`config.mk`:
```
export PLATFORM = sky130hd
export DESIGN_NAME = process_table_round_robin_scheduler
export DESIGN_NICKNAME = d
export VERILOG_FILES = /design/src/rtl/prts_pkg.sv /design/src/rtl/prts_table.sv /design/src/rtl/process_table_round_robin_scheduler.sv
export SDC_FILE = /design/constraint.sdc
export NUM_CORES = 1
export LEC_CHECK = 0
export BUFFER_PORTS_ARGS = -buffer_cell sky130_fd_sc_hd__clkbuf_2
export CAP_MARGIN = 40
export CORE_MARGIN = 10
export CORE_UTILIZATION = 50
export CTS_BUF_LIST = sky130_fd_sc_hd__clkbuf_8 sky130_fd_sc_hd__clkbuf_16
export CTS_CLUSTER_DIAMETER = 80
export DETAILED_ROUTE_END_ITERATION = 16
export PLACE_DENSITY = 0.66
export SLEW_MARGIN = 10
export SYNTH_ARGS = -nofsm -noshare
export SYNTH_HDL_FRONTEND = slang
export SYNTH_SLANG_ARGS = --single-unit
export TNS_END_PERCENT = 10
```
`constraint.sdc`:
```
create_clock -name clk -period 10 [get_ports clk]
set_input_delay 2 -clock clk [delete_from_list [all_inputs] [get_ports clk]]
set_output_delay 2 -clock clk [all_outputs]
set_load 0.01 [all_outputs]
```
`src/rtl/prts_pkg.sv`:
```
// Shared types and codes for the process table scheduler.
// Holds the request and response structs, entry encodings and the control states.
// No dependencies.
`timescale 1ns / 1ps

package prts_pkg;

  typedef enum logic [1:0] {
    PS_EMPTY   = 2'd0,
    PS_READY   = 2'd1,
    PS_RUNNING = 2'd2,
    PS_STOPPED = 2'd3
  } proc_state_t;

  // One table entry as it is kept in memory.
  typedef struct packed {
    proc_state_t state;
    logic [1:0]  flags;
  } entry_word_t;

  localparam logic [2:0] KIND_SCHEDULE = 3'd0;
  localparam logic [2:0] KIND_BLOCK    = 3'd1;
  localparam logic [2:0] KIND_UNBLOCK  = 3'd2;
  localparam logic [2:0] KIND_CREATE   = 3'd3;
  localparam logic [2:0] KIND_KILL     = 3'd4;

  localparam logic [1:0] PRIV_KERNEL = 2'd0;
  localparam logic [1:0] PRIV_USER   = 2'd1;

  typedef struct packed {
    logic [2:0] kind;
    logic [3:0] process_id;
    logic [1:0] flag_mask;
    logic [1:0] privilege;
  } request_t;

  typedef struct packed {
    logic [3:0] selected_id;
    logic       ok;
    logic       switched;
  } response_t;

  typedef enum logic [2:0] {
    S_IDLE,
    S_MODIFY,
    S_SCHED_RD,
    S_SCHED,
    S_STOP,
    S_RESP
  } sched_state_t;

endpackage

```
`src/rtl/prts_table.sv`:
```
// Task table storage: one synchronous memory of entry words with a registered read.
// Per-entry valid, empty and eligible bits in flip-flops summarize the table.
// Depends on prts_pkg.
`timescale 1ns / 1ps

module prts_table import prts_pkg::*; #(
  parameter int NUM_ENTRIES = 16,
  localparam int IW = $clog2(NUM_ENTRIES)
) (
  input  logic                   clk,
  input  logic                   rst,
  input  logic [IW-1:0]          rd_addr,
  output entry_word_t            rd_word,
  input  logic                   wr_en,
  input  logic [IW-1:0]          wr_addr,
  input  entry_word_t            wr_word,
  output logic [NUM_ENTRIES-1:0] empty_vec,
  output logic [NUM_ENTRIES-1:0] elig_vec
);

  entry_word_t            mem [NUM_ENTRIES];
  entry_word_t            rd_raw;
  logic                   rd_valid;
  logic [NUM_ENTRIES-1:0] valid;

  function automatic logic is_eligible(entry_word_t w);
    return (w.flags == 2'b00) && (w.state == PS_READY || w.state == PS_STOPPED);
  endfunction

  always_ff @(posedge clk) begin
    if (wr_en) begin
      mem[wr_addr] <= wr_word;
    end
    rd_raw <= mem[rd_addr];
  end

  // An entry never written since reset reads as empty with no flags.
  always_ff @(posedge clk) begin
    if (rst) begin
      valid     <= '0;
      empty_vec <= '1;
      elig_vec  <= '0;
      rd_valid  <= 1'b0;
    end else begin
      rd_valid <= valid[rd_addr];
      if (wr_en) begin
        valid[wr_addr]     <= 1'b1;
        empty_vec[wr_addr] <= (wr_word.state == PS_EMPTY);
        elig_vec[wr_addr]  <= is_eligible(wr_word);
      end
    end
  end

  assign rd_word = rd_valid ? rd_raw : entry_word_t'{state: PS_EMPTY, flags: 2'b00};

endmodule

```
`src/rtl/process_table_round_robin_scheduler.sv`:
```
// Top level of the round-robin process table scheduler.
// Control sequencer, slot and pick searches; the table lives in prts_table.
// Depends on prts_pkg and prts_table.
//
//   channel | valid     | stall     | payload
//   --------+-----------+-----------+---------------------
//   request | req_valid | req_stall | req (request_t)
//   result  | rsp_valid | rsp_stall | rsp (response_t)
//
// One request is in flight at a time. Create and unknown kinds go from S_IDLE to
// S_RESP; unblock and kill pass S_MODIFY, schedule S_SCHED, block S_MODIFY,
// S_SCHED_RD and S_SCHED (S_MODIFY only for a valid id), as read-modify-write
// passes on the single memory port. Stopping the old running entry adds S_STOP.
// Reset clears the table at once through valid bits; no clearing pass is needed.
// A stalled result holds in the output register and the sequencer waits for it.
`timescale 1ns / 1ps

module process_table_round_robin_scheduler import prts_pkg::*; #(
  parameter int NUM_ENTRIES = 16
) (
  input  logic      clk,
  input  logic      rst,
  input  logic      req_valid,
  output logic      req_stall,
  input  request_t  req,
  output logic      rsp_valid,
  input  logic      rsp_stall,
  output response_t rsp
);

  localparam int IW = $clog2(NUM_ENTRIES);

  sched_state_t state, state_next;

  logic [IW-1:0] cur;
  logic [IW-1:0] prev_q;
  logic [1:0]    hold_flags;
  request_t      req_q;
  response_t     res;

  logic [IW-1:0]          rd_addr;
  entry_word_t            rd_word;
  logic                   wr_en;
  logic [IW-1:0]          wr_addr;
  entry_word_t            wr_word;
  logic [NUM_ENTRIES-1:0] empty_vec;
  logic [NUM_ENTRIES-1:0] elig_vec;

  logic          pid_ok_in, pid_ok_q, priv_ok, rsp_free, req_accept;
  logic [IW-1:0] pid_idx_in, pid_idx_q;
  entry_word_t   mod_word;

  logic          free_found;
  logic [IW-1:0] free_idx;

  logic [IW:0]              shift_amt;
  logic [2*NUM_ENTRIES-1:0] rot;
  logic [NUM_ENTRIES-1:0]   window;
  logic                     pick_found;
  logic [IW-1:0]            pick_off;
  logic [IW:0]              pick_sum;
  logic [IW-1:0]            pick_idx;

  prts_table #(.NUM_ENTRIES(NUM_ENTRIES)) u_table (
    .clk       (clk),
    .rst       (rst),
    .rd_addr   (rd_addr),
    .rd_word   (rd_word),
    .wr_en     (wr_en),
    .wr_addr   (wr_addr),
    .wr_word   (wr_word),
    .empty_vec (empty_vec),
    .elig_vec  (elig_vec)
  );

  assign req_accept = req_valid && !req_stall;
  assign rsp_free   = !rsp_valid || !rsp_stall;
  assign pid_ok_in  = int'(req.process_id) < NUM_ENTRIES;
  assign pid_ok_q   = int'(req_q.process_id) < NUM_ENTRIES;
  assign pid_idx_in = IW'(req.process_id);
  assign pid_idx_q  = IW'(req_q.process_id);
  assign priv_ok    = (req.privilege == PRIV_KERNEL) || (req.privilege == PRIV_USER);

  // Lowest empty slot for create.
  always_comb begin
    free_found = 1'b0;
    free_idx   = '0;
    for (int i = 0; i < NUM_ENTRIES; i++) begin
      if (!free_found && empty_vec[i]) begin
        free_found = 1'b1;
        free_idx   = IW'(i);
      end
    end
  end

  // Round-robin pick: rotate the eligible bits so the entry after the current
  // one lands at position zero; the current entry itself comes last.
  always_comb begin
    shift_amt  = {1'b0, cur} + (IW+1)'(1);
    rot        = {elig_vec, elig_vec} >> shift_amt;
    window     = rot[NUM_ENTRIES-1:0];
    pick_found = 1'b0;
    pick_off   = '0;
    for (int k = 0; k < NUM_ENTRIES; k++) begin
      if (!pick_found && window[k]) begin
        pick_found = 1'b1;
        pick_off   = IW'(k);
      end
    end
    pick_sum = shift_amt + {1'b0, pick_off};
    if (int'(pick_sum) >= NUM_ENTRIES) begin
      pick_idx = IW'(pick_sum - (IW+1)'(NUM_ENTRIES));
    end else begin
      pick_idx = IW'(pick_sum);
    end
  end

  always_comb begin
    mod_word = rd_word;
    case (req_q.kind)
      KIND_BLOCK:   mod_word.flags = rd_word.flags | req_q.flag_mask;
      KIND_UNBLOCK: mod_word.flags = rd_word.flags & ~req_q.flag_mask;
      KIND_KILL:    mod_word.state = PS_EMPTY;
      default:      mod_word = rd_word;
    endcase
  end

  // Next state.
  always_comb begin
    state_next = state;
    unique case (state)
      S_IDLE: begin
        if (req_valid) begin
          case (req.kind) inside
            KIND_SCHEDULE:          state_next = S_SCHED;
            KIND_BLOCK:             state_next = pid_ok_in ? S_MODIFY : S_SCHED_RD;
            KIND_UNBLOCK, KIND_KILL: state_next = pid_ok_in ? S_MODIFY : S_RESP;
            default:                state_next = S_RESP;
          endcase
        end
      end
      S_MODIFY:   state_next = (req_q.kind == KIND_BLOCK) ? S_SCHED_RD : S_RESP;
      S_SCHED_RD: state_next = S_SCHED;
      S_SCHED: begin
        if (pick_found && pick_idx != cur && rd_word.state == PS_RUNNING) begin
          state_next = S_STOP;
        end else begin
          state_next = S_RESP;
        end
      end
      S_STOP: state_next = S_RESP;
      S_RESP: begin
        if (rsp_free) begin
          state_next = S_IDLE;
        end
      end
      default: state_next = S_IDLE;
    endcase
  end

  // Memory port control and request stall.
  always_comb begin
    req_stall = (state != S_IDLE);
    rd_addr   = cur;
    wr_en     = 1'b0;
    wr_addr   = pid_idx_q;
    wr_word   = mod_word;
    unique case (state)
      S_IDLE: begin
        rd_addr = (req.kind == KIND_SCHEDULE) ? cur : pid_idx_in;
        if (req_valid && req.kind == KIND_CREATE && priv_ok && free_found) begin
          wr_en   = 1'b1;
          wr_addr = free_idx;
          wr_word = entry_word_t'{state: PS_READY, flags: 2'b00};
        end
      end
      S_MODIFY: begin
        wr_en = 1'b1;
      end
      S_SCHED_RD: begin
        rd_addr = cur;
      end
      S_SCHED: begin
        if (pick_found) begin
          wr_en   = 1'b1;
          wr_addr = pick_idx;
          wr_word = entry_word_t'{state: PS_RUNNING, flags: 2'b00};
        end
      end
      S_STOP: begin
        wr_en   = 1'b1;
        wr_addr = prev_q;
        wr_word = entry_word_t'{state: PS_STOPPED, flags: hold_flags};
      end
      S_RESP: begin
        rd_addr = cur;
      end
      default: begin
        rd_addr = cur;
      end
    endcase
  end

  always_ff @(posedge clk) begin
    if (rst) begin
      state     <= S_IDLE;
      cur       <= '0;
      rsp_valid <= 1'b0;
    end else begin
      state <= state_next;
      if (state == S_SCHED && pick_found) begin
        cur <= pick_idx;
      end
      if (state == S_RESP && rsp_free) begin
        rsp_valid <= 1'b1;
      end else if (!rsp_stall) begin
        rsp_valid <= 1'b0;
      end
    end
  end

  always_ff @(posedge clk) begin
    if (state == S_IDLE && req_valid) begin
      req_q        <= req;
      res.switched <= 1'b0;
      if (req.kind == KIND_CREATE) begin
        res.selected_id <= (priv_ok && free_found) ? 4'(free_idx) : 4'd0;
        res.ok          <= priv_ok && free_found;
      end else begin
        res.selected_id <= req.process_id;
        res.ok          <= 1'b0;
      end
    end
    if (state == S_MODIFY) begin
      res.ok <= 1'b1;
    end
    if (state == S_SCHED) begin
      prev_q          <= cur;
      hold_flags      <= rd_word.flags;
      res.selected_id <= 4'(pick_found ? pick_idx : cur);
      res.ok          <= (req_q.kind == KIND_SCHEDULE) || pid_ok_q;
      res.switched    <= pick_found && (pick_idx != cur);
    end
    if (state == S_RESP && rsp_free) begin
      rsp <= res;
    end
  end

  // A scheduling write always names the entry that becomes current.
  a_pick_becomes_current: assert property (@(posedge clk) disable iff (rst)
    (state == S_SCHED && wr_en) |=> (cur == $past(wr_addr)))
    else $error("scheduled entry did not become current");

  // The stop write must never land on the entry that was just made running.
  a_stop_not_current: assert property (@(posedge clk) disable iff (rst)
    (state == S_STOP) |-> (prev_q != cur))
    else $error("stop write targets the new current entry");

  a_accept_leaves_idle: assert property (@(posedge clk) disable iff (rst)
    req_accept |=> (state != S_IDLE))
    else $error("accepted request did not start the sequencer");

endmodule
```
; Yosys cells after proc, flatten, opt, wreduce, memory -nomap -nowiden
; Memories as Yosys holds them, arrays and structs flattened. A register that Yosys moved wholly into a read port is not among the register bits.
; Index checks and enable logic that the tools add are counted.
[totals]
ramBits = 64
n_memories = 1
reg_bits = 84
inputBits = 15
[mem_list]
columns = name, words, word_bits, read_ports, rd_clocked_by_memory_dff, wr, line_no
row1 = u_table.mem, 16, 4, 1, 1, 1, prts_table.sv:21  ; entry_word_t mem [NUM_ENTRIES];
[op_classes]
mux = 101
bitwise = 4
order_cmp = 4
n_reduce_logical = 87
eq_ne = 20
n_shift = 1
addsub = 3
[ops]
columns = operator, n
row1 = 2-to-1 mux 4 bit, 34
row2 = 2-to-1 mux 1 bit, 44
row3 = logical AND 1 bit, 41
row4 = bitwise mux 16 bit, 2
row5 = zero test 1 bit, 32
row6 = >> shifter 32 x 5 -> 16 bit, 1
row7 = 2-to-1 mux 3 bit, 8
row8 = one-hot mux 4 bit (3 select lines), 2
row9 = one-hot mux 3 bit (6 select lines), 1
row10 = OR 16 bit, 1
row11 = "equality test 3 x 2 -> 1 bit, second input constant", 5
row12 = "equality test 3 bit, second input constant", 4
row13 = 2-to-1 mux 6 bit, 2
row14 = "< comparator 4 x 5 -> 1 bit, second input constant", 2
row15 = "equality test 3 x 1 -> 1 bit, second input constant", 3
row16 = zero test 2 bit, 3
row17 = zero test 3 bit, 2
row18 = 2-to-1 mux 2 bit, 3
row19 = OR reduction 2 bit, 3
row20 = "adder 4 x 1 -> 5 bit, second input constant", 1
row21 = adder 5 x 4 -> 5 bit, 1
row22 = ">= comparator 5 bit, second input constant", 1
row23 = 2-to-1 mux 5 bit, 1
row24 = binary-select mux 1 bit (select 4 bit), 1
row25 = 17 further kinds, 22

; Longest topological paths before layout
; Gate-level depths: netlist (run 1).
[depth]
word_depth = 58
mapped_depth = 23
depth_no_buf = 19

; Cells and area by module
; From an unflattened synthesis (run 1), not the netlist that was laid out.
[hier_totals]
cells_unflattened = 610
area_unflattened_um2 = 7482.2
[modules_own_cells]
columns = module, area_per_inst_um2, cells_per_inst, n_inst
row1 = prts_table, 4479.3, 306, 1
row2 = process_table_round_robin_scheduler, 3002.9, 304, 1

; Worst setup path after synthesis (run 1)
; OpenSTA, ideal clock, no wires.
[synth_path]
path_type = reg-to-reg
start = reg cur[1]
end = mem u_table.mem[1][0] (netlist bit), enable pin
arrival_ns = 4.750
required_ns = 9.696
setup_slack_ns = 4.946
stages_incl_launch_ff = 19
cell_sequence = dfxtp_1 -> buf_6 -> buf_6 -> mux2_2 -> a22o_1 -> or3b_4 -> o32ai_4 -> nor4b_2 -> o211ai_1 -> o2111ai_1 -> ha_1 -> a21o_1 -> a21o_1 -> xnor2_1 -> o32ai_1 -> a311o_1 -> or4_1 -> buf_2 -> inv_1
[synth_via]
elab_chain_cells = 53
[synth_lines]
columns = item, line_no
row1 = "start, declared", process_table_round_robin_scheduler.sv:35  ; logic [IW-1:0] cur;
row2 = "start signal, assigned", process_table_round_robin_scheduler.sv:212  ; cur <= pick_idx;
row3 = adder 4 x 1 -> 5 bit *, process_table_round_robin_scheduler.sv:99  ; shift_amt = {1'b0, cur} + (IW+1)'(1);
row4 = >> shifter 32 x 5 -> 16 bit, process_table_round_robin_scheduler.sv:100  ; rot = {elig_vec, elig_vec} >> shift_amt;
row5 = 2-to-1 mux 1 bit, process_table_round_robin_scheduler.sv:105  ; if (!pick_found && window[k]) begin
row6 = zero test 1 bit, process_table_round_robin_scheduler.sv:105
row7 = logical AND 1 bit, process_table_round_robin_scheduler.sv:105
row8 = 2-to-1 mux 1 bit, process_table_round_robin_scheduler.sv:105
row9 = zero test 1 bit, process_table_round_robin_scheduler.sv:105
row10 = logical AND 1 bit, process_table_round_robin_scheduler.sv:105
row11 = [37 not listed], --
row12 = zero test 1 bit, process_table_round_robin_scheduler.sv:105
row13 = logical AND 1 bit, process_table_round_robin_scheduler.sv:105
row14 = 2-to-1 mux 4 bit, process_table_round_robin_scheduler.sv:105
row15 = adder 5 x 4 -> 5 bit, process_table_round_robin_scheduler.sv:110  ; pick_sum = shift_amt + {1'b0, pick_off};
row16 = subtractor 4 x 1 -> 4 bit or >= comparator 5 bit (tied branches), "process_table_round_robin_scheduler.sv:112, process_table_round_robin_scheduler.sv:111"
row17 = 2-to-1 mux 4 bit, process_table_round_robin_scheduler.sv:111  ; if (int'(pick_sum) >= NUM_ENTRIES) begin
row18 = 2-to-1 mux 4 bit, process_table_round_robin_scheduler.sv:184  ; if (pick_found) begin
row19 = one-hot mux 4 bit (3 select lines), process_table_round_robin_scheduler.sv:168  ; unique case (state)
row20 = "end, declared", prts_table.sv:21
; Mark *: on every way between the ends. The rest lies on a longest branch, timed or not.

; Worst setup path after layout (run 1)
[layout_path]
start = reg cur[1]
end = mem u_table.mem[7][2] (netlist bit), enable pin
; Same word-level chain as after synthesis.

==> results of run 1 <==
cell usage after synthesis, drive strengths merged (3+ instances only):
| cell type | instances |
|---|---|
| dfxtp | 62 |
| o221ai | 4 |
| mux4 | 34 |
| o22ai | 4 |
| nor2b | 12 |
| a221oi | 7 |
| edfxtp | 90 |
| nand3 | 12 |
| mux2i | 50 |
| a21o | 5 |
| nand2b | 20 |
| xnor2 | 7 |
| or3 | 3 |
| clkbuf | 23 |
| inv | 23 |
| nor3 | 5 |
| nand4 | 3 |
| a22oi | 4 |
| nor4 | 16 |
| a211oi | 12 |
| o32ai | 4 |
| a31oi | 8 |
| nor2 | 54 |
| buf | 19 |
| o31ai | 5 |
| ha | 3 |
| and2 | 6 |
| nor4b | 4 |
| o21ai | 23 |
| o21bai | 3 |
| o21ba | 13 |
| a21oi | 36 |
| mux2 | 13 |
| nand2 | 34 |
| or4 | 6 |
| nor3b | 4 |
worst paths after layout:
| check | from | to | slack [ps] | cells after the start |
|---|---|---|---|---|
| max | cur[1]$_SDFFE_PP0P_ | u_table.mem[7][2]$_DFFE_PP_ | 4110 | 16 |
| min | res[3]$_DFFE_PP_ | rsp[3]$_DFFE_PP_ | 420 | 0 |
| max reg2reg | cur[1]$_SDFFE_PP0P_ | u_table.mem[7][2]$_DFFE_PP_ | 4110 | 16 |
| min reg2reg | res[3]$_DFFE_PP_ | rsp[3]$_DFFE_PP_ | 420 | 0 |
state kept, by name, summed over array words and instances, names as in the netlist, 3 cells and up:
name               count
res                    6
rsp                    6
u_table.elig_vec      16
u_table.empty_vec     16
pid_idx_q              4
prev_q                 4
state                  3
u_table.rd_raw         4
req_q                  5
u_table.valid         16
u_table.mem           64
cur                    4
logic make-up after synthesis:
group	Yosys count
adder cells (fa/ha/maj)	4
AO/OA/AOI/OAI	154
multiplexers	97
flip-flops	152
XOR/XNOR	8
buffers and inverters	65
AND/OR/NAND/NOR	189
placed cells by master (no fill, tap or decap), types with 5 or more instances in the layout:
cell type  netlist  routed
a211oi_1        11      11
a21o_1           5       5
a21oi_1         35      35
a221oi_1         5       5
a31oi_1          6       6
and2_1           5       5
buf_4            2      21
clkbuf_16        0      17
clkbuf_2         0      21
dfxtp_1         62      61
edfxtp_1        90      90
inv_1           23      25
mux2_2          13      13
mux2i_1         50      48
mux4_2          34      34
nand2_1         34      34
nand2b_1        20      20
nand3_1         12      12
nor2_1          53      53
nor2b_1         12      12
nor3_1           5       5
nor4_2          12      12
o21ai_0         21      21
o21ba_2         13      13
o31ai_1          5       5
or4_1            6       6
xnor2_1          7       7
stage by stage:
stage	setup slack, ps	util	instance area (µm²)	total power (W)	hold WS [ps]
after floorplan	4950	-	8110	0.000975	400
after global placement	3540	0.529	8410	0.00105	410
after detailed placement	4160	0.534	8490	0.00106	408
after CTS	4130	0.570	9060	0.00169	424
after global routing	3800	0.570	9060	0.00175	424
final	4110	0.570	9060	0.00168	425
layer usage:
metal | part of all wire | routed length [µm]
met5 | 0 | 0
met3 | 0.043 | 840
met1 | 0.45 | 8650
met2 | 0.49 | 9410
met4 | 0.021 | 413
layout make-up:
class / instances / area, µm² / share of cell area
multi-input combinational: 452 / 3880 / 0.428
clock inverter: 15 / 150 / 0.0166
clock buffer: 17 / 425 / 0.0469
inverter: 23 / 86.3 / 0.00953
sequential: 152 / 3950 / 0.435
timing repair buffer: 44 / 303 / 0.0334
tap: 216 / 270 / 0.0298
power groups by stage:
| stage | clock network [W] | registers [W] | logic [W] |
|---|---|---|---|
| after detailed placement | 0 | 0.000767 | 0.000298 |
| after global placement | 0 | 0.000764 | 0.000287 |
| after CTS | 0.000634 | 0.000754 | 0.000300 |
| after floorplan | 0 | 0.000753 | 0.000222 |
| after global routing | 0.000664 | 0.000759 | 0.000325 |
| final | 0.000628 | 0.000754 | 0.000299 |
==> summary.md, run 1 <==
| Metric | Value |
|---|---|
| H-tree depth | `4` |
| CTS Buf Count | `17` |
| DRC viols | `0` |
| Critical path capture point type | `register` |
| Largest family of logic cells by synthesized area | `multiplexers` |
| Clk_skew | `13.7 ps` |
| IO Count | `23` |
| Vias in the first global route | `5655` |
| Layout cells sized above 1 | `0.243` |
| Switching Share | `0.281` |
| Vias | `5706` |
| Post-synth net total | `688` |
| Critical Path Slowest Stage Cell | `nor4_2` |
| Min cycle time layout | `5890 ps` |
| Yosys reg bits | `152` |
| Diodes inserted | `0` |
| Leak | `3.15 nW` |
| Die height | `147 µm` |
| Nets | `709` |
| CTS max path bufs | `2` |
| # rows | `46` |
| Gpl congestion | `0.890` |
| Antenna violations before repair | `0` |
| Yosys top cell by area | `edfxtp_1` |
| Largest net degree at the start of global routing | `35` |
| Crit path DAT | `6030 ps` |
| Worst Path Max Fanout | `33` |
| Int Power | `0.00121 W` |
| Clock sink total | `152` |
| Ys flop type | `edfxtp_1` |
| Hold_buf cts | `0` |
| Met3 Track Usage GR | `0.0365` |
| DRT iter0 DRCs | `612` |
| Clock Pin Slew Worst Setup and Hold Paths | `60 ps` |
| Multiplexer area fraction after synthesis | `0.174` |
| Critical Path Start Type | `register` |
| FILL cells | `1316` |
| Met1 Use GR | `0.236` |
| Core area | `15900 µm²` |
| CTS tree | `built` |
| Synth Area in XOR/XNOR | `0.00864` |
| First-pass DRT Iterations | `7` |
| Root buffer cell | `clkbuf_16` |
| CP top delay family | `compound AO/OA/AOI/OAI gates` |
| CP Class | `reg -> reg` |
| Setup TNS Final | `0 ps` |
| GRT Total Usage | `0.181` |
| Critical path cell sequence | `buf_12 > mux4_2 > mux2_2 > nand2b_1 > o32ai_4 > nor4b_2 > o211ai_1 > o2111ai_1 > ha_1 > a21o_1 > a21o_1 > xnor2_1 > o32ai_1 > a311o_1 > nor4_2 > buf_4` |
| Max frequency | `0.170 GHz` |
| Cell mode on critical path | `a21o_1` |
| M2 GR Usage | `0.291` |
| Simple-Gate Fraction of Synth Area | `0.135` |
| Max incr delay on CP | `740 ps` |
| RSZ-0062 raised after global routing | `no` |
| Pwr dens | `186 nW/µm²` |
| Vias/cell | `6.21` |
| Placed cells | `887` |
| Worst vdd ir | `0.146 mV` |
| First-pass GRT wire length | `31.1 mm` |
| Synth area leaders | `edfxtp_1 33%, dfxtp_1 15%, mux4_2 9.4%, mux2i_1 6.2%, nor2_1 2.5%` |
| Setup Buffers After CTS | `0` |
| Comb pwr share | `0.178` |
| Clock share of power | `0.374` |
| Layout area overhead | `11.7%` |
| Area share of the largest cell type after synthesis | `0.333` |
| Placed wire-length estimate | `13.5 mm` |
| Register area share after synthesis | `0.486` |
| Worst EP required | `10140 ps` |
| Psw | `0.000473 W` |
| Global route overflow | `0` |
| Die Area | `21700 µm²` |
| Worst slew pin tran | `923 ps` |
| Relative slew slack | `0.383` |
| Mapped cell area | `8110 µm²` |
| Initial core utilization | `0.511` |
| Max-slew violations | `0` |
| Worst Path Buf+Inv | `2` |
| Final setup violation count | `0` |
| Fin crit share | `0.589` |
| Antenna Violating Nets Remaining | `0` |
| Post-Layout Cell Count | `919` |
| Die Wd | `147 µm` |
| Tightest Hold Check Type | `reg -> reg` |
| Status | `finished, final reports clean` |
| Layer carrying the most global-route usage | `met2` |
| WL final | `19.3 mm` |
| Seq pwr share | `0.449` |
| Clock Latency Late Sink | `440 ps` |
| Post-Synthesis Cells | `669` |
| Syn_area_per_cell | `12.1 µm²` |
| Routed WL per cell | `21.0 µm` |
| EDFF count, synth | `90` |
| Yosys warns | `0` |
| Post_cts resized | `0` |
| Synth Area in Compound Gates | `0.152` |
| Synth Area in Adders | `0.00710` |
| Hold Violations, Final | `0` |
| Async SR Flop Fraction | `0` |
| MaxCap Viol Count | `0` |
| Count of input and output buffers | `21` |
| Count of cell types in the netlist | `84` |
(Power assumes the default switching activity.)
==> run 2: changes to the inputs <==
==> constraint.sdc (replaced) <==
create_clock -name clk -period 5.6 [get_ports clk]
set_input_delay 1.12 -clock clk [delete_from_list [all_inputs] [get_ports clk]]
set_output_delay 1.12 -clock clk [all_outputs]
set_load 0.01 [all_outputs]
==> run 2 against run 1 <==
Clock power is 85% higher. Combinational power is 91% higher. Global-route usage is 0.082 points lower. Critical path depth is 2 lower. Count of clock-buffer cells in the layout is 6 higher. Non-clock buffer count is 21 higher. Via count is 1.5% higher. Utilization is 1.2 points higher. Worst setup slack worse by 3900 ps. Die area stayed put. Sequential cell count stayed put. Sequential power is 78% higher. Critical path type unchanged. Largest power group unchanged.
==> summary.md, run 2 (synthesis gave the netlist of run 1 again) <==
| Metric | Value |
|---|---|
| Status | `finished, final reports clean` |
| Gpl congestion | `0.934` |
| DRC viols | `0` |
| Pwr Total | `0.00307 W` |
| R2r startpoint | `cur[1]$_SDFFE_PP0P_` |
| CTS tree | `built` |
| Critical path capture point type | `register` |
| Layout cells sized above 1 | `0.267` |
| # rows | `46` |
| H-tree depth | `4` |
| Tightest Hold Check Type | `reg -> reg` |
| Die Wd | `147 µm` |
| Worst EP required | `5720 ps` |
| Clock Pin Slew Worst Setup and Hold Paths | `60 ps` |
| FF-to-FF End | `u_table.mem[5][1]$_DFFE_PP_` |
| Global route overflow | `0` |
| Stages on worst setup path | `14` |
| Final setup violation count | `0` |
| Die height | `147 µm` |
| Worst Path Buf+Inv | `1` |
| Critical path cell sequence | `mux4_2 > a221oi_2 > nand3_1 > o2bb2ai_1 > o21ai_0 > o2111ai_1 > ha_1 > a21o_1 > a21o_1 > xnor2_1 > o32ai_1 > a311o_1 > or4_1 > inv_1` |
| First-pass DRT Iterations | `5` |
| Count of input and output buffers | `21` |
| CTS max path bufs | `2` |
| MaxCap Viol Count | `0` |
| First-pass GRT wire length | `30.9 mm` |
| CP top delay family | `compound AO/OA/AOI/OAI gates` |
| Hold wc startpoint | `res[4]$_DFFE_PP_` |
| Crit path DAT | `5510 ps` |
| Setup Buffers After CTS | `0` |
| Core area | `15900 µm²` |
| Vias in the first global route | `5587` |
| Clock Latency Late Sink | `430 ps` |
| Fin crit share | `0.964` |
| Placed wire-length estimate | `13.9 mm` |
| Layout area overhead | `14.1%` |
| CTS Buf Count | `17` |
| Max incr delay on CP | `620 ps` |
| Slack of the worst reg-to-reg path | `200 ps` |
| Most common cell after layout, fill and taps aside | `edfxtp_1` |
| Antenna Violating Nets Remaining | `0` |
| Max-slew violations | `0` |
| Hold Crit Depth | `0` |
| Worst slew pin tran | `770 ps` |
| IO Count | `23` |
| Antenna violations before repair | `0` |
| Vias | `5792` |
| Min cycle time layout | `5400 ps` |
| Commonest non-fill, non-tap cells in the layout | `90 x edfxtp_1, 61 x dfxtp_1, 53 x nor2_1, 48 x mux2i_1, 42 x buf_4` |
| Clk_skew | `10.4 ps` |
| Max frequency | `0.185 GHz` |
| Top reg by flops | `u_table.mem` |
| Initial core utilization | `0.511` |
| Clock sink total | `152` |
| CP Class | `reg -> reg` |
| Relative slew slack | `0.476` |
| Critical Path Start Type | `register` |
| Routed WL per cell | `20.8 µm` |
| WL final | `19.5 mm` |
| Hold Violations, Final | `0` |
| Diodes inserted | `0` |
| Critical Path Slowest Stage Cell | `mux4_2` |
| Max FFs per register | `64` |
| Pwr dens | `332 nW/µm²` |
| Cell mode on critical path | `a21o_1` |
| Setup TNS Final | `0 ps` |
| Leak | `3.29 nW` |
| Worst vdd ir | `0.206 mV` |
| Worst Path Max Fanout | `26` |
| Die Area | `21700 µm²` |
| Hold path endpoint | `rsp[4]$_DFFE_PP_` |
| Vias/cell | `6.16` |
| DRT iter0 DRCs | `547` |
| Hold_buf cts | `0` |
| Reg2reg path depth | `14` |
| Nets | `730` |
| GRT Total Usage | `0.180` |
| RSZ-0062 raised after global routing | `no` |
| Root buffer cell | `clkbuf_16` |
| Largest net degree at the start of global routing | `60` |
[run 2: changes by cell type in the layout (fill, tap and decap cells not counted), moves of 2 or more]
cell,delta
clkinvlp_4,-2
clkbuf_16,+5
bufinv_16,-2
clkinv_1,-2
buf_4,+21
[run 2: worst max path at each step]
stage	from	to	slack [ps]
2_1_floorplan	cur[1]$_SDFFE_PP0P_	u_table.mem[1][0]$_DFFE_PP_	550
3_3_place_gp	cur[1]$_SDFFE_PP0P_	u_table.mem[9][0]$_DFFE_PP_	180
3_5_place_dp	cur[1]$_SDFFE_PP0P_	u_table.mem[5][1]$_DFFE_PP_	90
4_1_cts	cur[1]$_SDFFE_PP0P_	u_table.mem[5][2]$_DFFE_PP_	60
5_1_grt	cur[1]$_SDFFE_PP0P_	u_table.mem[10][1]$_DFFE_PP_	10
6_report	cur[1]$_SDFFE_PP0P_	u_table.mem[5][1]$_DFFE_PP_	200
[run 2: area by class of cell]
cell class / instances / area, µm²
Multi-Input combinational cell: 452 / 3880
Timing Repair Buffer: 65 / 452
Tap cell: 216 / 270
Inverter: 23 / 86.3
Clock buffer: 23 / 564
Sequential cell: 152 / 3950
Clock inverter: 9 / 56.3
Fill cell: 1300 / 6630
[run 2: per-stage QoR]
| step | utilization | area, µm² | worst slack (ps) | hold WS [ps] | cells |
|---|---|---|---|---|---|
| after CTS | 0.583 | 9260 | 64.5 | 421 | 940 |
| after floorplan | - | 8110 | 546 | 400 | 669 |
| after detailed placement | 0.544 | 8630 | 90.0 | 407 | 908 |
| after global routing | 0.583 | 9260 | 14.6 | 438 | 940 |
| final | 0.583 | 9260 | 204 | 419 | 940 |
| after global placement | 0.542 | 8610 | 180 | 406 | 905 |
[run 2: what timing repair did]
| item | in CTS | in global routing |
|---|---|---|
| hold endpoints to repair | 0 | 0 |
| resized for setup | 0 | 1 |
| setup endpoints to repair | 0 | 111 |
[run 2: power breakdown]
part           switching (W)  total [W]  internal [W]
sequential         0.0000472    0.00134       0.00130
clock               0.000450    0.00116      0.000711
combinational       0.000344   0.000570      0.000226
[run 2: metal layers]
metal  vias to the layer above  part of all wire  GRT usage
li1                       2681                 -          -
met1                      2906              0.45      0.240
met2                       182              0.48      0.287
met3                        23             0.049     0.0356
met4                         0             0.019     0.0639
met5                         -                 0          0
==> run 3: changes to the inputs <==
--- a/config.mk
+++ b/config.mk
@@ -5,6 +5,7 @@
 export SDC_FILE = /design/constraint.sdc
 export NUM_CORES = 1
 export LEC_CHECK = 0
+export ABC_AREA = 1
 export BUFFER_PORTS_ARGS = -buffer_cell sky130_fd_sc_hd__clkbuf_2
 export CAP_MARGIN = 40
 export CORE_MARGIN = 10
==> run 3 against run 2 <==
Cell area fell by 3.0%. Worst setup slack better by 480 ps. Clock skew shrank 0.84 ps. Count of clock-buffer cells in the layout shrank 6. Largest power group unchanged.
==> summary.md, run 3 <==
| Metric | Value |
|---|---|
| Register Area | `3940 µm²` |
| First-pass DRT Iterations | `5` |
| Global route overflow | `0` |
| Yosys reg bits | `152` |
| Worst slew pin tran | `690 ps` |
| WL final | `19.7 mm` |
| Switching Share | `0.345` |
| FILL cells | `1427` |
| Max incr delay on CP | `530 ps` |
| Placement Cell Area | `8370 µm²` |
| IO Count | `23` |
| Mapped cell area | `8050 µm²` |
| Pwr dens | `406 nW/µm²` |
| Root buffer cell | `clkbuf_16` |
| Hold path endpoint | `rsp[0]$_DFFE_PP_` |
| Vias | `6609` |
| Crit path DAT | `5020 ps` |
| Routed WL per cell | `16.2 µm` |
| Gpl congestion | `0.878` |
| Synth area leaders | `edfxtp_1 34%, dfxtp_1 15%, nand2_1 8.3%, nand3_1 7.8%, nor2_1 5.5%` |
| RSZ-0062 raised after global routing | `no` |
| Layout area overhead | `11.6%` |
| Area share of the largest cell type after synthesis | `0.336` |
| Vias in the first global route | `6335` |
| Critical Path Start Type | `register` |
| Clock Pin Slew Worst Setup and Hold Paths | `60 ps` |
| Diodes inserted | `0` |
| Critical path cell sequence | `clkinv_1 > nand3_1 > nand3_1 > and2_0 > o21ai_0 > nor2_1 > nand4_1 > nor2_1 > a2111oi_0 > ha_1 > inv_1 > fa_1 > xor2_1 > nand3_2 > nand3_2 > nand2_4 > inv_4 > nand2_8 > nor2_4` |
| GRT Total Usage | `0.189` |
| R2r startpoint | `cur[1]$_SDFFE_PP0P_` |
| Die height | `147 µm` |
| Max-slew violations | `0` |
| Layout cells sized above 1 | `0.147` |
| Antenna violations before repair | `0` |
| Worst EP required | `5700 ps` |
| CP top delay family | `simple AND/OR/NAND/NOR gates` |
| Final setup violation count | `0` |
| Syn_area_per_cell | `8.32 µm²` |
| Worst vdd ir | `0.218 mV` |
| Yosys top cell by area | `edfxtp_1` |
| Hold_buf cts | `0` |
| Yosys warns | `0` |
| Psw | `0.00126 W` |
| Fin crit share | `0.877` |
| Max FFs per register | `64` |
| Post-synth net total | `987` |
| CTS max path bufs | `2` |
| Leak | `3.89 nW` |
| EDFF count, synth | `90` |
| Hold Crit Depth | `0` |
| H-tree depth | `4` |
| Cell area after layout | `8980 µm²` |
| CP Class | `reg -> reg` |
| Initial core utilization | `0.509` |
| Post-Layout Cell Count | `1217` |
| Commonest non-fill, non-tap cells in the layout | `179 x nand2_1, 125 x nand3_1, 119 x nor2_1, 93 x inv_1, 90 x edfxtp_1` |
| Relative slew slack | `0.539` |
| Top reg by flops | `u_table.mem` |
| Slack of the worst reg-to-reg path | `690 ps` |
| Clk_skew | `9.59 ps` |
| Core area | `15800 µm²` |
| Clock share of power | `0.325` |
| Tightest Hold Check Type | `reg -> reg` |
| DRC viols | `0` |
| Hold wc startpoint | `res[0]$_DFFE_PP_` |
| Stages on worst setup path | `19` |
| FF-to-FF End | `u_table.mem[7][0]$_DFFE_PP_` |
| Seq pwr share | `0.380` |
| Max frequency | `0.204 GHz` |
| Cell with the most instances after synthesis | `nand2_1` |
| Count of cell types in the netlist | `52` |
| Most common cell after layout, fill and taps aside | `nand2_1` |
| Worst Path Buf+Inv | `3` |
| Nets | `1007` |
| Hold Violations, Final | `0` |
| First-pass GRT wire length | `32.6 mm` |
| # rows | `46` |
| Vias/cell | `5.43` |
| Critical Path Slowest Stage Cell | `o21ai_0` |
| Clock Latency Late Sink | `430 ps` |
| Critical path capture point type | `register` |
| Die Area | `21600 µm²` |
| Placed wire-length estimate | `14.4 mm` |
| Post_cts resized | `0` |
| Async SR Flop Fraction | `0` |
| Die Wd | `147 µm` |
| Ys flop type | `edfxtp_1` |
| Setup TNS Final | `0 ps` |
| Worst Path Max Fanout | `17` |
| Comb pwr share | `0.296` |
| CTS Buf Count | `17` |
| Int Power | `0.00239 W` |
| Placed cells | `1185` |
| Largest net degree at the start of global routing | `43` |
| Clock sink total | `152` |
| CTS tree | `built` |
| Antenna Violating Nets Remaining | `0` |
| Count of input and output buffers | `21` |
| Setup Buffers After CTS | `0` |
| Area occupied by multi-input gates | `3520 µm²` |
| Min cycle time layout | `4910 ps` |
| MaxCap Viol Count | `0` |
| Reg2reg path depth | `19` |
| Post-Synthesis Cells | `968` |
| Post-synth top cells | `179 x nand2_1, 125 x nand3_1, 119 x nor2_1, 91 x inv_1, 90 x edfxtp_1` |
| DRT iter0 DRCs | `443` |
| Register area share after synthesis | `0.490` |
| Status | `finished, final reports clean` |
-- run 3: cell types whose count changed in the layout (fill, tap and decap cells not counted), moves of 29 or more --
cell / previous run / this run
nand2_1: 34 / 179
nand3_1: 12 / 125
inv_1: 26 / 93
nor2_1: 53 / 119
o21ai_0: 21 / 75
mux2i_1: 48 / 0
mux4_2: 34 / 0
buf_4: 42 / 13
-- run 3: metal layers --
metal	share of wire	GRT usage
met1	0.45	0.245
met2	0.47	0.308
met3	0.058	0.0365
met4	0.021	0.0636
met5	0	0
-- run 3: power by group through the flow --
stage	logic (W)	clock network (W)	registers (W)
after floorplan	0.000816	0	0.00139
after global placement	0.00106	0	0.00141
after detailed placement	0.00107	0	0.00141
after CTS	0.00108	0.00120	0.00139
after global routing	0.00121	0.00125	0.00140
final	0.00108	0.00118	0.00139
-- run 3: cells by family (layout without fill, tap and decap cells) --
kind of cell	after synthesis	count (layout)	synth area share
buf+inv	146	179	0.0735
compound gates	157	157	0.112
flops	152	152	0.490
simple gates	504	504	0.312
xor+xnor	5	5	0.00544
fa+ha+maj	4	4	0.00715
-- run 3: area by class of cell --
class | count | share of cell area
clock inverters | 15 | 0.0205
multi-input cells | 670 | 0.392
inverters | 111 | 0.0467
well taps | 216 | 0.0301
flip-flops and latches | 152 | 0.439
clock buffers | 17 | 0.0474
repair buffers | 36 | 0.0248
-- run 3: through the flow --
stage | hold slack [ps] | total power (W) | worst slack, ps | util
5_1_grt | 421 | 0.00386 | 315 | 0.568
2_1_floorplan | 400 | 0.00221 | 1600 | -
4_1_cts | 419 | 0.00367 | 735 | 0.568
3_3_place_gp | 402 | 0.00247 | 823 | 0.528
3_5_place_dp | 405 | 0.00248 | 772 | 0.529
6_report | 418 | 0.00365 | 687 | 0.568
-- run 3: how the worst max path moves through the flow --
stage	startpoint	to	slack (ps)
2_1_floorplan	cur[1]$_SDFFE_PP0P_	u_table.mem[10][0]$_DFFE_PP_	1600
3_3_place_gp	cur[1]$_SDFFE_PP0P_	u_table.empty_vec[6]$_SDFFE_PP1P_	820
3_5_place_dp	cur[1]$_SDFFE_PP0P_	u_table.mem[14][0]$_DFFE_PP_	770
4_1_cts	cur[1]$_SDFFE_PP0P_	u_table.mem[7][1]$_DFFE_PP_	730
5_1_grt	cur[1]$_SDFFE_PP0P_	u_table.empty_vec[6]$_SDFFE_PP1P_	320
6_report	cur[1]$_SDFFE_PP0P_	u_table.mem[7][0]$_DFFE_PP_	690
-- run 3: worst reg2reg max path: cells and delay by family (launching register included) --
kind	cells	cell delay, ps
adders and majority gates	2	620
and+or+nand+nor	11	1790
xor gates and xnor gates	1	290
DFF	1	330
AOI/OAI and AO/OA	2	950
buffers and inverters	3	610
